[src/hdl/deq_pkg.sv]
// ============================================================================
// deq_pkg: shared types and constants for the double-ended queue
// Holds the transaction payloads, operation and status codes, and the
// plan that the pointer unit hands to the top level.
// ============================================================================
`default_nettype none

package deq_pkg;

    localparam int CAPACITY   = 64;
    localparam int DATA_WIDTH = 32;

    // Fixed field widths of the transactions.
    localparam int KIND_W   = 3;
    localparam int FIELD_W  = 32;
    localparam int STATUS_W = 2;
    localparam int COUNT_W  = 7;

    // Stored element width: the value field carries at most FIELD_W bits.
    localparam int ELEM_W = (DATA_WIDTH < FIELD_W) ? DATA_WIDTH : FIELD_W;
    localparam int IDX_W  = $clog2(CAPACITY);
    localparam int CNT_W  = $clog2(CAPACITY + 1);

    localparam logic [KIND_W-1:0] KIND_PUSH_TOP    = 3'd0;
    localparam logic [KIND_W-1:0] KIND_PUSH_BOTTOM = 3'd1;
    localparam logic [KIND_W-1:0] KIND_POP_TOP     = 3'd2;
    localparam logic [KIND_W-1:0] KIND_POP_BOTTOM  = 3'd3;
    localparam logic [KIND_W-1:0] KIND_CLEAR       = 3'd4;

    localparam logic [STATUS_W-1:0] ST_OK    = 2'd0;
    localparam logic [STATUS_W-1:0] ST_EMPTY = 2'd1;
    localparam logic [STATUS_W-1:0] ST_FULL  = 2'd2;

    typedef struct packed {
        logic [KIND_W-1:0]  kind;
        logic [FIELD_W-1:0] value;
    } cmd_t;

    typedef struct packed {
        logic [FIELD_W-1:0]  popped;
        logic [STATUS_W-1:0] status;
        logic [COUNT_W-1:0]  count;
        logic [FIELD_W-1:0]  top_value;
        logic [FIELD_W-1:0]  bottom_value;
    } res_t;

    // Decisions for one command, taken from the current indices and count.
    typedef struct packed {
        logic [STATUS_W-1:0] status;
        logic [CNT_W-1:0]    count;
        logic                wr_en;
        logic [IDX_W-1:0]    wr_addr;
        logic                rd_en;
        logic [IDX_W-1:0]    rd_addr;
        logic                set_top;
        logic                set_bottom;
        logic                pop_top;
        logic                pop_bottom;
    } deq_plan_t;

endpackage

`default_nettype wire

[src/hdl/double_ended_queue_core.sv]
// ============================================================================
// double_ended_queue_core: bounded double-ended queue in a circular buffer
// Results are registered; a pop that leaves at least one element passes
// through S_READ first, since the new end element comes from the RAM.
// Throughput: one command per cycle while results are taken, except that
// such pops hold off the next command; the single registered RAM read sets that.
// Reset: indices and count clear at once; the element RAM is not cleared.
// ============================================================================
`default_nettype none

module double_ended_queue_core
    import deq_pkg::*;
(
    input  wire logic clk,
    input  wire logic rst_n,
    input  wire logic cmd_valid,
    output logic      cmd_ready,
    input  wire cmd_t cmd,
    output logic      res_valid,
    input  wire logic res_ready,
    output res_t      res
);

    // The controller waits in its own state only while a pop reads the
    // element that becomes the new top or bottom end.
    typedef enum logic [1:0] {
        S_IDLE = 2'b01,
        S_READ = 2'b10
    } state_t;

    state_t state_reg, state_next;

    deq_plan_t        plan;
    logic             cmd_fire;
    logic [ELEM_W-1:0] elem;
    logic [ELEM_W-1:0] rd_data;

    // Cached end elements, so that every result can report both ends
    // without a second memory port.
    logic [ELEM_W-1:0] top_val_reg;
    logic [ELEM_W-1:0] bottom_val_reg;
    logic [ELEM_W-1:0] top_now;
    logic [ELEM_W-1:0] bottom_now;
    logic [ELEM_W-1:0] popped_now;

    // Details of a pop waiting on its read.
    logic [ELEM_W-1:0] pend_popped_reg;
    logic [CNT_W-1:0]  pend_count_reg;
    logic              pend_top_reg;

    logic res_valid_reg, res_valid_next;
    res_t res_reg;

    assign elem = ELEM_W'(cmd.value);

    // A new transaction is taken in S_IDLE whenever the result register is free or
    // is being emptied in this cycle.
    assign cmd_ready = (state_reg == S_IDLE) && (!res_valid_reg || res_ready);
    assign cmd_fire  = cmd_valid && cmd_ready;

    deq_ptr u_ptr (
        .clk    (clk),
        .rst_n  (rst_n),
        .kind   (cmd.kind),
        .commit (cmd_fire),
        .plan   (plan)
    );

    deq_ram #(
        .WIDTH (ELEM_W),
        .DEPTH (CAPACITY)
    ) u_ram (
        .clk     (clk),
        .wr_en   (cmd_fire && plan.wr_en),
        .wr_addr (plan.wr_addr),
        .wr_data (elem),
        .rd_en   (cmd_fire && plan.rd_en),
        .rd_addr (plan.rd_addr),
        .rd_data (rd_data)
    );

    // End elements as they stand after a command that needs no read.
    assign top_now    = plan.set_top ? elem : top_val_reg;
    assign bottom_now = plan.set_bottom ? elem : bottom_val_reg;

    always_comb
    begin
        priority if (plan.pop_top)
        begin
            popped_now = top_val_reg;
        end
        else if (plan.pop_bottom)
        begin
            popped_now = bottom_val_reg;
        end
        else
        begin
            popped_now = '0;
        end
    end

    always_comb
    begin
        state_next = state_reg;
        unique case (state_reg)
            S_IDLE:
            begin
                if (cmd_fire && plan.rd_en)
                begin
                    state_next = S_READ;
                end
            end
            S_READ:
            begin
                state_next = S_IDLE;
            end
            default:
            begin
                state_next = S_IDLE;
            end
        endcase
    end

    always_comb
    begin
        priority if (cmd_fire && !plan.rd_en)
        begin
            res_valid_next = 1'b1;
        end
        else if (state_reg == S_READ)
        begin
            res_valid_next = 1'b1;
        end
        else if (res_ready)
        begin
            res_valid_next = 1'b0;
        end
        else
        begin
            res_valid_next = res_valid_reg;
        end
    end

    always_ff @(posedge clk or negedge rst_n)
    begin
        if (!rst_n)
        begin
            state_reg     <= S_IDLE;
            res_valid_reg <= 1'b0;
        end
        else
        begin
            state_reg     <= state_next;
            res_valid_reg <= res_valid_next;
        end
    end

    // Payload and cache registers carry no reset: a cached end is read
    // only while the queue holds elements, and by then it has been written.
    always_ff @(posedge clk)
    begin
        if (cmd_fire)
        begin
            if (plan.set_top)
            begin
                top_val_reg <= elem;
            end
            if (plan.set_bottom)
            begin
                bottom_val_reg <= elem;
            end
            pend_popped_reg <= popped_now;
            pend_count_reg  <= plan.count;
            pend_top_reg    <= plan.pop_top;
            if (!plan.rd_en)
            begin
                res_reg.popped       <= FIELD_W'(popped_now);
                res_reg.status       <= plan.status;
                res_reg.count        <= COUNT_W'(plan.count);
                res_reg.top_value    <= (plan.count != '0) ? FIELD_W'(top_now) : '0;
                res_reg.bottom_value <= (plan.count != '0) ? FIELD_W'(bottom_now) : '0;
            end
        end
        else if (state_reg == S_READ)
        begin
            // The element read from the RAM becomes the new end of the pop.
            if (pend_top_reg)
            begin
                top_val_reg <= rd_data;
            end
            else
            begin
                bottom_val_reg <= rd_data;
            end
            res_reg.popped       <= FIELD_W'(pend_popped_reg);
            res_reg.status       <= ST_OK;
            res_reg.count        <= COUNT_W'(pend_count_reg);
            res_reg.top_value    <= FIELD_W'(pend_top_reg ? rd_data : top_val_reg);
            res_reg.bottom_value <= FIELD_W'(pend_top_reg ? bottom_val_reg : rd_data);
        end
    end

    assign res_valid = res_valid_reg;
    assign res       = res_reg;

    // While a pop waits on its read, no earlier result may still be pending.
    assert property (@(posedge clk) disable iff (!rst_n)
        (state_reg == S_READ) |-> !res_valid_reg)
        else $error("result pending while a pop read is outstanding");

    // A pop that reads the RAM always delivers its result once S_READ is left.
    assert property (@(posedge clk) disable iff (!rst_n)
        (cmd_fire && plan.rd_en) |=> ##1 res_valid_reg)
        else $error("pop read did not produce a result");

    // An empty queue reports both ends as zero.
    assert property (@(posedge clk) disable iff (!rst_n)
        (res_valid_reg && res_reg.count == '0) |->
            (res_reg.top_value == '0 && res_reg.bottom_value == '0))
        else $error("empty queue reports nonzero end elements");

    // A refused push is only reported against a full queue.
    assert property (@(posedge clk) disable iff (!rst_n)
        (res_valid_reg && res_reg.status == ST_FULL) |->
            (res_reg.count == COUNT_W'(CAPACITY)))
        else $error("full status without a full queue");

endmodule

`default_nettype wire

[src/hdl/deq_ram.sv]
// ============================================================================
// deq_ram: generic simple dual-port RAM
// One write port and one read port with registered read data.
// ============================================================================
`default_nettype none

module deq_ram #(
    parameter int WIDTH = 32,
    parameter int DEPTH = 64
) (
    input  wire logic                     clk,
    input  wire logic                     wr_en,
    input  wire logic [$clog2(DEPTH)-1:0] wr_addr,
    input  wire logic [WIDTH-1:0]         wr_data,
    input  wire logic                     rd_en,
    input  wire logic [$clog2(DEPTH)-1:0] rd_addr,
    output logic      [WIDTH-1:0]         rd_data
);

    logic [WIDTH-1:0] mem [DEPTH];

    always_ff @(posedge clk)
    begin
        if (wr_en)
        begin
            mem[wr_addr] <= wr_data;
        end
        if (rd_en)
        begin
            rd_data <= mem[rd_addr];
        end
    end

endmodule

`default_nettype wire

[src/hdl/deq_ptr.sv]
// ============================================================================
// deq_ptr: index and count keeper of the double-ended queue
// Decodes each command against the top index, bottom index and element
// count, plans the memory access and updates the indices on commit.
// ============================================================================
`default_nettype none

module deq_ptr
    import deq_pkg::*;
(
    input  wire logic              clk,
    input  wire logic              rst_n,
    input  wire logic [KIND_W-1:0] kind,
    input  wire logic              commit,
    output deq_plan_t              plan
);

    logic [IDX_W-1:0] top_idx_reg, top_idx_next;
    logic [IDX_W-1:0] bot_idx_reg, bot_idx_next;
    logic [CNT_W-1:0] count_reg;

    function automatic logic [IDX_W-1:0] slot_up(input logic [IDX_W-1:0] i);
        slot_up = (i == IDX_W'(CAPACITY - 1)) ? '0 : i + 1'b1;
    endfunction

    function automatic logic [IDX_W-1:0] slot_down(input logic [IDX_W-1:0] i);
        slot_down = (i == '0) ? IDX_W'(CAPACITY - 1) : i - 1'b1;
    endfunction

    always_comb
    begin
        plan         = '0;
        plan.status  = ST_OK;
        plan.count   = count_reg;
        top_idx_next = top_idx_reg;
        bot_idx_next = bot_idx_reg;
        unique case (kind)
            KIND_PUSH_TOP, KIND_PUSH_BOTTOM:
            begin
                if (count_reg == CNT_W'(CAPACITY))
                begin
                    plan.status = ST_FULL;
                end
                else if (count_reg == '0)
                begin
                    // First element lands in the slot both indices share.
                    plan.wr_en      = 1'b1;
                    plan.wr_addr    = top_idx_reg;
                    plan.set_top    = 1'b1;
                    plan.set_bottom = 1'b1;
                    plan.count      = CNT_W'(1);
                    bot_idx_next    = top_idx_reg;
                end
                else if (kind == KIND_PUSH_TOP)
                begin
                    top_idx_next = slot_up(top_idx_reg);
                    plan.wr_en   = 1'b1;
                    plan.wr_addr = slot_up(top_idx_reg);
                    plan.set_top = 1'b1;
                    plan.count   = count_reg + 1'b1;
                end
                else
                begin
                    bot_idx_next    = slot_down(bot_idx_reg);
                    plan.wr_en      = 1'b1;
                    plan.wr_addr    = slot_down(bot_idx_reg);
                    plan.set_bottom = 1'b1;
                    plan.count      = count_reg + 1'b1;
                end
            end
            KIND_POP_TOP, KIND_POP_BOTTOM:
            begin
                if (count_reg == '0)
                begin
                    plan.status = ST_EMPTY;
                end
                else
                begin
                    plan.count      = count_reg - 1'b1;
                    plan.pop_top    = (kind == KIND_POP_TOP);
                    plan.pop_bottom = (kind == KIND_POP_BOTTOM);
                    // The last element leaves both indices in place.
                    if (count_reg > CNT_W'(1))
                    begin
                        plan.rd_en = 1'b1;
                        if (kind == KIND_POP_TOP)
                        begin
                            top_idx_next = slot_down(top_idx_reg);
                            plan.rd_addr = slot_down(top_idx_reg);
                        end
                        else
                        begin
                            bot_idx_next = slot_up(bot_idx_reg);
                            plan.rd_addr = slot_up(bot_idx_reg);
                        end
                    end
                end
            end
            KIND_CLEAR:
            begin
                if (count_reg == '0)
                begin
                    plan.status = ST_EMPTY;
                end
                else
                begin
                    plan.count   = '0;
                    bot_idx_next = top_idx_reg;
                end
            end
            default:
            begin
                plan.status = ST_OK;
            end
        endcase
    end

    always_ff @(posedge clk or negedge rst_n)
    begin
        if (!rst_n)
        begin
            top_idx_reg <= '0;
            bot_idx_reg <= '0;
            count_reg   <= '0;
        end
        else if (commit)
        begin
            top_idx_reg <= top_idx_next;
            bot_idx_reg <= bot_idx_next;
            count_reg   <= plan.count;
        end
    end

endmodule

`default_nettype wire

[config.mk]
export PLATFORM = sky130hd
export DESIGN_NAME = double_ended_queue_core
export DESIGN_NICKNAME = d
export VERILOG_FILES = /design/src/hdl/deq_pkg.sv /design/src/hdl/double_ended_queue_core.sv /design/src/hdl/deq_ram.sv /design/src/hdl/deq_ptr.sv
export SDC_FILE = /design/constraint.sdc
export NUM_CORES = 2
export LEC_CHECK = 0
export ABC_CLOCK_PERIOD_IN_PS = 13300
export BUFFER_PORTS_ARGS = -buffer_cell sky130_fd_sc_hd__buf_4
export CELL_PAD_IN_SITES_DETAIL_PLACEMENT = 1
export CELL_PAD_IN_SITES_GLOBAL_PLACEMENT = 1
export CORE_MARGIN = 4
export CORE_UTILIZATION = 35
export CTS_BUF_LIST = sky130_fd_sc_hd__clkbuf_4 sky130_fd_sc_hd__clkbuf_8 sky130_fd_sc_hd__clkbuf_16
export DETAILED_ROUTE_END_ITERATION = 7
export PLACE_DENSITY_LB_ADDON = 0.08
export SLEW_MARGIN = 20
export SYNTH_ARGS = -nofsm -noshare
export SYNTH_HDL_FRONTEND = slang
export SYNTH_SLANG_ARGS = --single-unit
[constraint.sdc]
create_clock -name clk -period 13.3 [get_ports clk]
set_input_delay 1.995 -clock clk [delete_from_list [all_inputs] [get_ports clk]]
set_output_delay 1.995 -clock clk [all_outputs]
set_load 0.03 [all_outputs]
After elaboration in Yosys (flattened, before gate mapping)
Memories as Yosys holds them, arrays and structs flattened. A register that Yosys moved wholly into a read port is not among the register bits.
Cells that the tools add are included.
{ "op_classes": {"bitwise": 0, "n_mux": 62, "n_reduce_logical": 23, "eq_ne": 20, "n_div": 0, "mul": 0, "shifts": 0, "addsub": 6, "magnitude_cmp": 1} }
{ "op_table": {"columns": ["operator", "count"], "rows": [
  ["32-bit two-way mux", 12],
  ["105-bit two-way mux", 3],
  ["6-bit two-way mux", 19],
  ["7-bit two-way mux", 6],
  ["14-bit two-way mux", 2],
  ["7-bit case mux with 3 select lines", 1],
  ["6-bit case mux with 3 select lines", 1],
  ["2-bit two-way mux", 8],
  ["8-bit AND reduction", 2],
  ["6-bit by 1-bit adder with 6-bit output (second input constant)", 2],
  ["6-bit == test (second input constant)", 2],
  ["6-bit zero test", 2],
  ["2-bit inequality test (second input constant)", 6],
  ["6-bit case mux with 2 select lines", 1],
  ["6-bit by 1-bit subtractor with 6-bit output (second input constant)", 2],
  ["1-bit two-way mux", 8],
  ["2-bit by 1-bit inequality test with 1-bit output (second input constant)", 4],
  ["7-bit by 1-bit adder with 7-bit output (second input constant)", 1],
  ["7-bit == test (second input constant)", 1],
  ["7-bit by 1-bit > comparator with 1-bit output (second input constant)", 1],
  ["7-bit zero test", 1],
  ["7-bit nonzero test", 1],
  ["7-bit by 1-bit subtractor with 7-bit output (second input constant)", 1],
  ["3-bit by 2-bit == test with 1-bit output (second input constant)", 2],
  ["15 further kinds", 23]
]} }
{ "word_totals": {"rom_bits": 0, "output_inout_bits": 107, "latchBits": 0, "ram_bits": 2048, "mem_count": 1, "inputBits": 39, "register_bits": 231, "word_cells": 128} }
{ "memory_table": {"columns": ["memory", "depth", "word_bits", "rd", "rd_clocked_by_memory_dff", "wr", "line_no", "text"], "rows": [
  ["u_ram.mem", 64, 32, 1, 1, 1, "deq_ram.sv:20", "logic [WIDTH-1:0] mem [DEPTH];"]
]} }

Depth between registers and ports, before layout
{ "logic_depth": {"ltp_word": 10, "depth_mapped": 15, "ltp_nobuf": 11} }

By module
Synthesis repeated with hierarchy kept, for this count alone.
{ "unflattened": {"hier_cells": 4473, "area_unflattened_um2": 91788.0} }
{ "modules_own_cells": {"columns": ["module", "cells_per_inst", "n_inst", "area_per_inst_um2", "seq_area_each_um2"], "rows": [
  ["deq_ram", 3324, 1, 78835.6, 62459.9],
  ["double_ended_queue_core", 828, 1, 10633.9, 6352.3],
  ["deq_ptr", 321, 1, 2318.5, 475.5]
]} }

Worst setup path before layout
OpenSTA, ideal clock, no wires.
{ "synth_path": {"path_kind": "input-to-reg", "from": "input res_ready", "to": "register res_valid_reg (netlist: res_valid)", "required_time_ns": 13.188, "cell_stages": 6, "setup_ns": 0.112, "path_slack_ns": 1.778, "path_buffers": 1, "t_arrival_ns": 11.410, "path_cell_list": "nor2b_1 nor3b_1 nand2_1 clkbuf_1 o21ai_0 or2_2"} }
{ "synth_between": {"elab_chain_cells": 5, "word_cells_on_any_way": 6, "cone_classes": "1 x mux; 5 x reduce/logical"} }
{ "synth_rtl": {"columns": ["item", "line_no", "text"], "rows": [
  ["start, declared", "double_ended_queue_core.sv:20", "input wire logic res_ready,"],
  ["1-bit logical OR (*)", "double_ended_queue_core.sv:58", "assign cmd_ready = (state_reg == S_IDLE) && (!res_valid_reg || res_ready);"],
  ["1-bit logical AND (*)", "double_ended_queue_core.sv:58", null],
  ["named net cmd_ready", "double_ended_queue_core.sv:17", "output logic cmd_ready,"],
  ["1-bit logical AND (*)", "double_ended_queue_core.sv:59", "assign cmd_fire = cmd_valid && cmd_ready;"],
  ["1-bit logical AND (*)", "double_ended_queue_core.sv:126", "priority if (cmd_fire && !plan.rd_en)"],
  ["3-bit nonzero test (no source line) / 1-bit two-way mux (equally long branches)", null, null],
  ["end signal, assigned", "double_ended_queue_core.sv:154", "res_valid_reg <= res_valid_next;"],
  ["end, declared", "double_ended_queue_core.sv:51", "logic res_valid_reg, res_valid_next;"]
]} }
Mark *: on every way through the listed nets, which the timed path passes. The rest lies on a longest branch.
A chain may end at the register's enable or synchronous reset.

Final worst setup path
{ "layout_path": {"from": "input cmd[34] in the netlist's numbering", "to": "register u_ram.rd_data[0], read port of u_ram.mem (data pin)"} }
{ "layout_between": {"elab_chain_cells": 5, "word_cells_on_any_way": 8, "cone_classes": "2 x eq/ne; 4 x mux; 2 x reduce/logical"} }
{ "layout_rtl": {"columns": ["item", "line_no", "text"], "rows": [
  ["start, declared", "double_ended_queue_core.sv:18", "input wire cmd_t cmd,"],
  ["3-bit by 2-bit == test with 1-bit output", "deq_ptr.sv:37, deq_ptr.sv:86", null],
  ["6-bit two-way mux", "deq_ptr.sv:86", "if (kind == KIND_POP_TOP)"],
  ["7-bit two-way mux", "deq_ptr.sv:83", "if (count_reg > CNT_W'(1))"],
  ["7-bit two-way mux", "deq_ptr.sv:73", "if (count_reg == '0)"],
  ["7-bit two-way mux (*)", "deq_ptr.sv:37", "unique case (kind)"],
  ["end, declared", "deq_ram.sv:17", "output logic [WIDTH-1:0] rd_data"]
]} }
Mark *: on every way between the ends. The rest lies on a longest branch, timed or not.

==> results.cfg <==
[grt]
met3_usage_pct = 3.713
grt.overflow.total = 0
use_met2_pct = 39.05
grt_max_degree = 116
grt_util_met1_pct = 33.61
grt_most_used_layer = met2
grt_pass1_wl_mm = 471.9
grt_usage_pct = 23.91
grt_pass1_vias = 58760
antenna_found_initial = 35

[final_layout]
nFillCells = 26300
area_growth_syn_to_layout_pct = 15.34
largest_reg_flops = 2048
instances_no_fill = 10010
drive_gt1_share_pct = 14.54
final_net_count = 6327

[setup_path]
cp-start-kind = input port
cp.required_ns = 13.98
max_stage_delay_ns = 0.71
ff2ff_setup_slack_ns = 6.89
crit_end = u_ram.rd_data[0]
crit_type = in -> reg
arrival_ns = 7.30
cp_slowest_cell = buf_4
path_buf_inv = 5
path_cells = buf_4, nor4b_1, a21oi_4, buf_4, nand2_4, buf_4, buf_4, buf_4, o221ai_1, o211ai_1, o211ai_1, a32oi_1, mux2_2
crit_family = buffers and inverters
path_max_fanout = 49
endpoint_kind = flop
reg2regPathDepth = 14
path_depth = 13
regToRegStartpoint = u_ptr.top_idx_reg[0]
cpMostUsedCell = buf_4
r2r_end = u_ram.rd_data[0]
worstSetupStartpoint = cmd[34]

[route]
routed-via-count = 57860
ant_nets = 0
vias_per_cell = 5.779
drc = 0
drt_wl_total_mm = 339.2
wl_per_cell_um = 33.88
dr.first_iter.drc_count = 5735
firstDrtPassIters = 7

[clock_tree]
clk_pin_slew_ns = 0.06
htree_num_levels = 5
cts_buffer_depth = 4
cts-buffers-inserted = 272
post-cts-setup-buffers = 0
cts_tree = done
clk_latency_ns = 0.84
clock-sinks = 2311
cts-resized-gates = 0
root_buffer = clkbuf_16
ctsHoldBuffers = 0

[sta]
fmax_mhz = 151.2
tns_ns = 0
worst_pin_slew_ns = 1.109
slew_violations = 0
rsz0062_at_grt = no
max_slew_margin_pct = 25.83
timing.final.crit_share_pct = 49.72
setup-violations-final = 0
period_minus_slack_ns = 6.613
clock_skew_ns = 0.04360
hold_ws_ns = 0.5139
final-hold-violation-count = 0

[logic_synthesis]
synth-seq-area-share_pct = 74.13
synth_nets = 6187
synth_cell_type_count = 75
synth_flop_cell = edfxtp_1
synth_cells = 6137
synth_seq_cells = 2311
synth_edf_count = 2289
avgSynthCellArea_um2 = 15.23
synthArstFlopShare_pct = 0.9520
yosysWarningCount = 0
synth.cell_area_mm2 = 0.09347

[die]
row_count = 189
coreArea_mm2 = 0.2656
ios = 146
start_util_pct = 35.20
die_y_um = 524.8
fp.dieW_um = 524.8
dieArea_mm2 = 0.2754

[run]
drv_cap = 0

[place]
gp_congestion = 0.7957
hpwl_mm = 189.9
portBuffers = 145
place_inst = 9533

[pwr]
power_density_mw_per_mm2 = 185.9
power_leakage_uw = 0.03584
total_power_uw = 20040
max-vdd-ir-drop_uv = 119.5

[worst_hold_path]
min_path_type = reg -> reg

[outcome]
status = finished clean
-- cell type report --
class / count / area (µm²) / share of cell area, %
Antenna cell: 9 / 22.52 / 0.02089
Clock buffer: 354 / 7604 / 7.053
Clock inverter: 113 / 814.5 / 0.7555
Inverter: 16 / 65.06 / 0.06035
Multi-Input combinational cell: 3344 / 22930 / 21.27
Sequential cell: 2311 / 69290 / 64.27
Tap cell: 3533 / 4420 / 4.100
Timing Repair Buffer: 332 / 2663 / 2.470
-- logic make-up (layout without fill, tap and decap cells) --
| logic type | after synthesis | count (layout) | synth area share [%] |
|---|---|---|---|
| compound gates | 1340 | 1340 | 10.51 |
| xor+xnor | 7 | 7 | 0.06559 |
| fa+ha+maj | 11 | 11 | 0.1472 |
| buf+inv | 482 | 815 | 2.131 |
| flops | 2311 | 2311 | 74.13 |
| mux | 610 | 610 | 6.617 |
| other cells | 0 | 9 | 0 |
| simple gates | 1376 | 1376 | 6.397 |
-- synthesized netlist by cell type, types with 32 or more instances --
| cell type | count | area share [%] |
|---|---|---|
| edfxtp_1 | 2289 | 74 |
| nand2_1 | 649 | 2.6 |
| mux2i_1 | 547 | 5.9 |
| clkbuf_1 | 311 | 1.2 |
| nor2_1 | 292 | 1.2 |
| nand3_1 | 233 | 1.2 |
| a21oi_1 | 223 | 1.2 |
| o221ai_1 | 158 | 1.5 |
| o211ai_1 | 133 | 1.1 |
| a211oi_1 | 105 | 0.84 |
| a221oi_1 | 101 | 0.95 |
| a31oi_1 | 98 | 0.66 |
| o21ai_0 | 97 | 0.52 |
| buf_2 | 95 | 0.51 |
| nor2b_1 | 70 | 0.47 |
| o21a_1 | 65 | 0.52 |
| mux2_2 | 63 | 0.76 |
| buf_1 | 50 | 0.20 |
| and3_1 | 43 | 0.29 |
| nor3_1 | 41 | 0.22 |
| a21o_1 | 36 | 0.29 |
| a222oi_1 | 36 | 0.39 |
| o22ai_1 | 36 | 0.24 |
| a221o_1 | 33 | 0.35 |
| a32oi_1 | 33 | 0.31 |
| a22oi_1 | 32 | 0.26 |
-- layout by cell type, fill, tap and decap left out, types with 11 or more instances in the layout --
cell	n
nor2b_1	70
a222oi_1	36
clkbuf_4	71
a21o_1	35
buf_4	319
o21ai_0	96
o311ai_0	31
nand2_1	641
o221ai_1	158
a31oi_1	98
a221oi_1	101
clkinv_1	60
nand3_1	231
a31o_2	22
nor3_1	41
ha_1	11
inv_1	13
and3_1	42
o21a_1	65
a21oi_1	219
nor2_4	68
a2bb2oi_1	31
edfxtp_1	2289
mux2i_1	546
a32oi_1	33
a221o_1	33
o32ai_1	29
a31o_1	11
a22oi_1	32
mux2_2	63
o211ai_1	133
clkinv_2	26
nor2_1	225
clkbuf_16	282
dfrtp_1	21
a211oi_1	104
o22ai_1	36
buf_12	12
-- worst min path at each step --
stage / from / slack, ns / cells past startpoint / end
CTS: pend_popped_reg[24] / 0.52 / 2 / res[97]
floorplan: pend_popped_reg[27] / 0.49 / 2 / res[100]
detailed placement: pend_popped_reg[3] / 0.51 / 2 / res[76]
finish: pend_popped_reg[27] / 0.51 / 2 / res[100]
global placement: pend_popped_reg[11] / 0.50 / 2 / res[84]
global route: pend_popped_reg[24] / 0.53 / 2 / res[97]
-- worst register-to-register path, stage by stage, from the launching register on --
cell and delay (ns):
dfrtp_1 0.52, inv_1 0.19, ha_1 0.19, nor4b_1 0.87
a21oi_4 0.12, buf_4 0.32, nand2_4 0.46, buf_4 0.67
buf_4 0.77, buf_4 0.67, o221ai_1 0.24, o211ai_1 0.17
o211ai_1 0.14, a32oi_1 0.63, mux2_2 0.30
-- per-layer routing --
metal | share of wire [%] | wire length (µm)
met1 | 45 | 151600
met2 | 48 | 161100
met3 | 5.6 | 18900
met4 | 2.2 | 7551
met5 | 0.012 | 41
-- stage by stage --
step,cell area [µm²],worst slack (ns),util (%)
after global placement,99290,5.841,37.39
after global routing,107800,6.503,40.59
after CTS,107700,6.706,40.57
final,107800,6.687,40.60
after floorplan,93470,1.778,-
after detailed placement,99320,5.824,37.40
-- where the power goes --
group | switching, µW | total, µW | internal, µW
Combinational | 3200 | 4520 | 1320
Clock | 2970 | 7170 | 4200
Sequential | 157 | 8360 | 8200
Power figures use the tool's default switching activity.
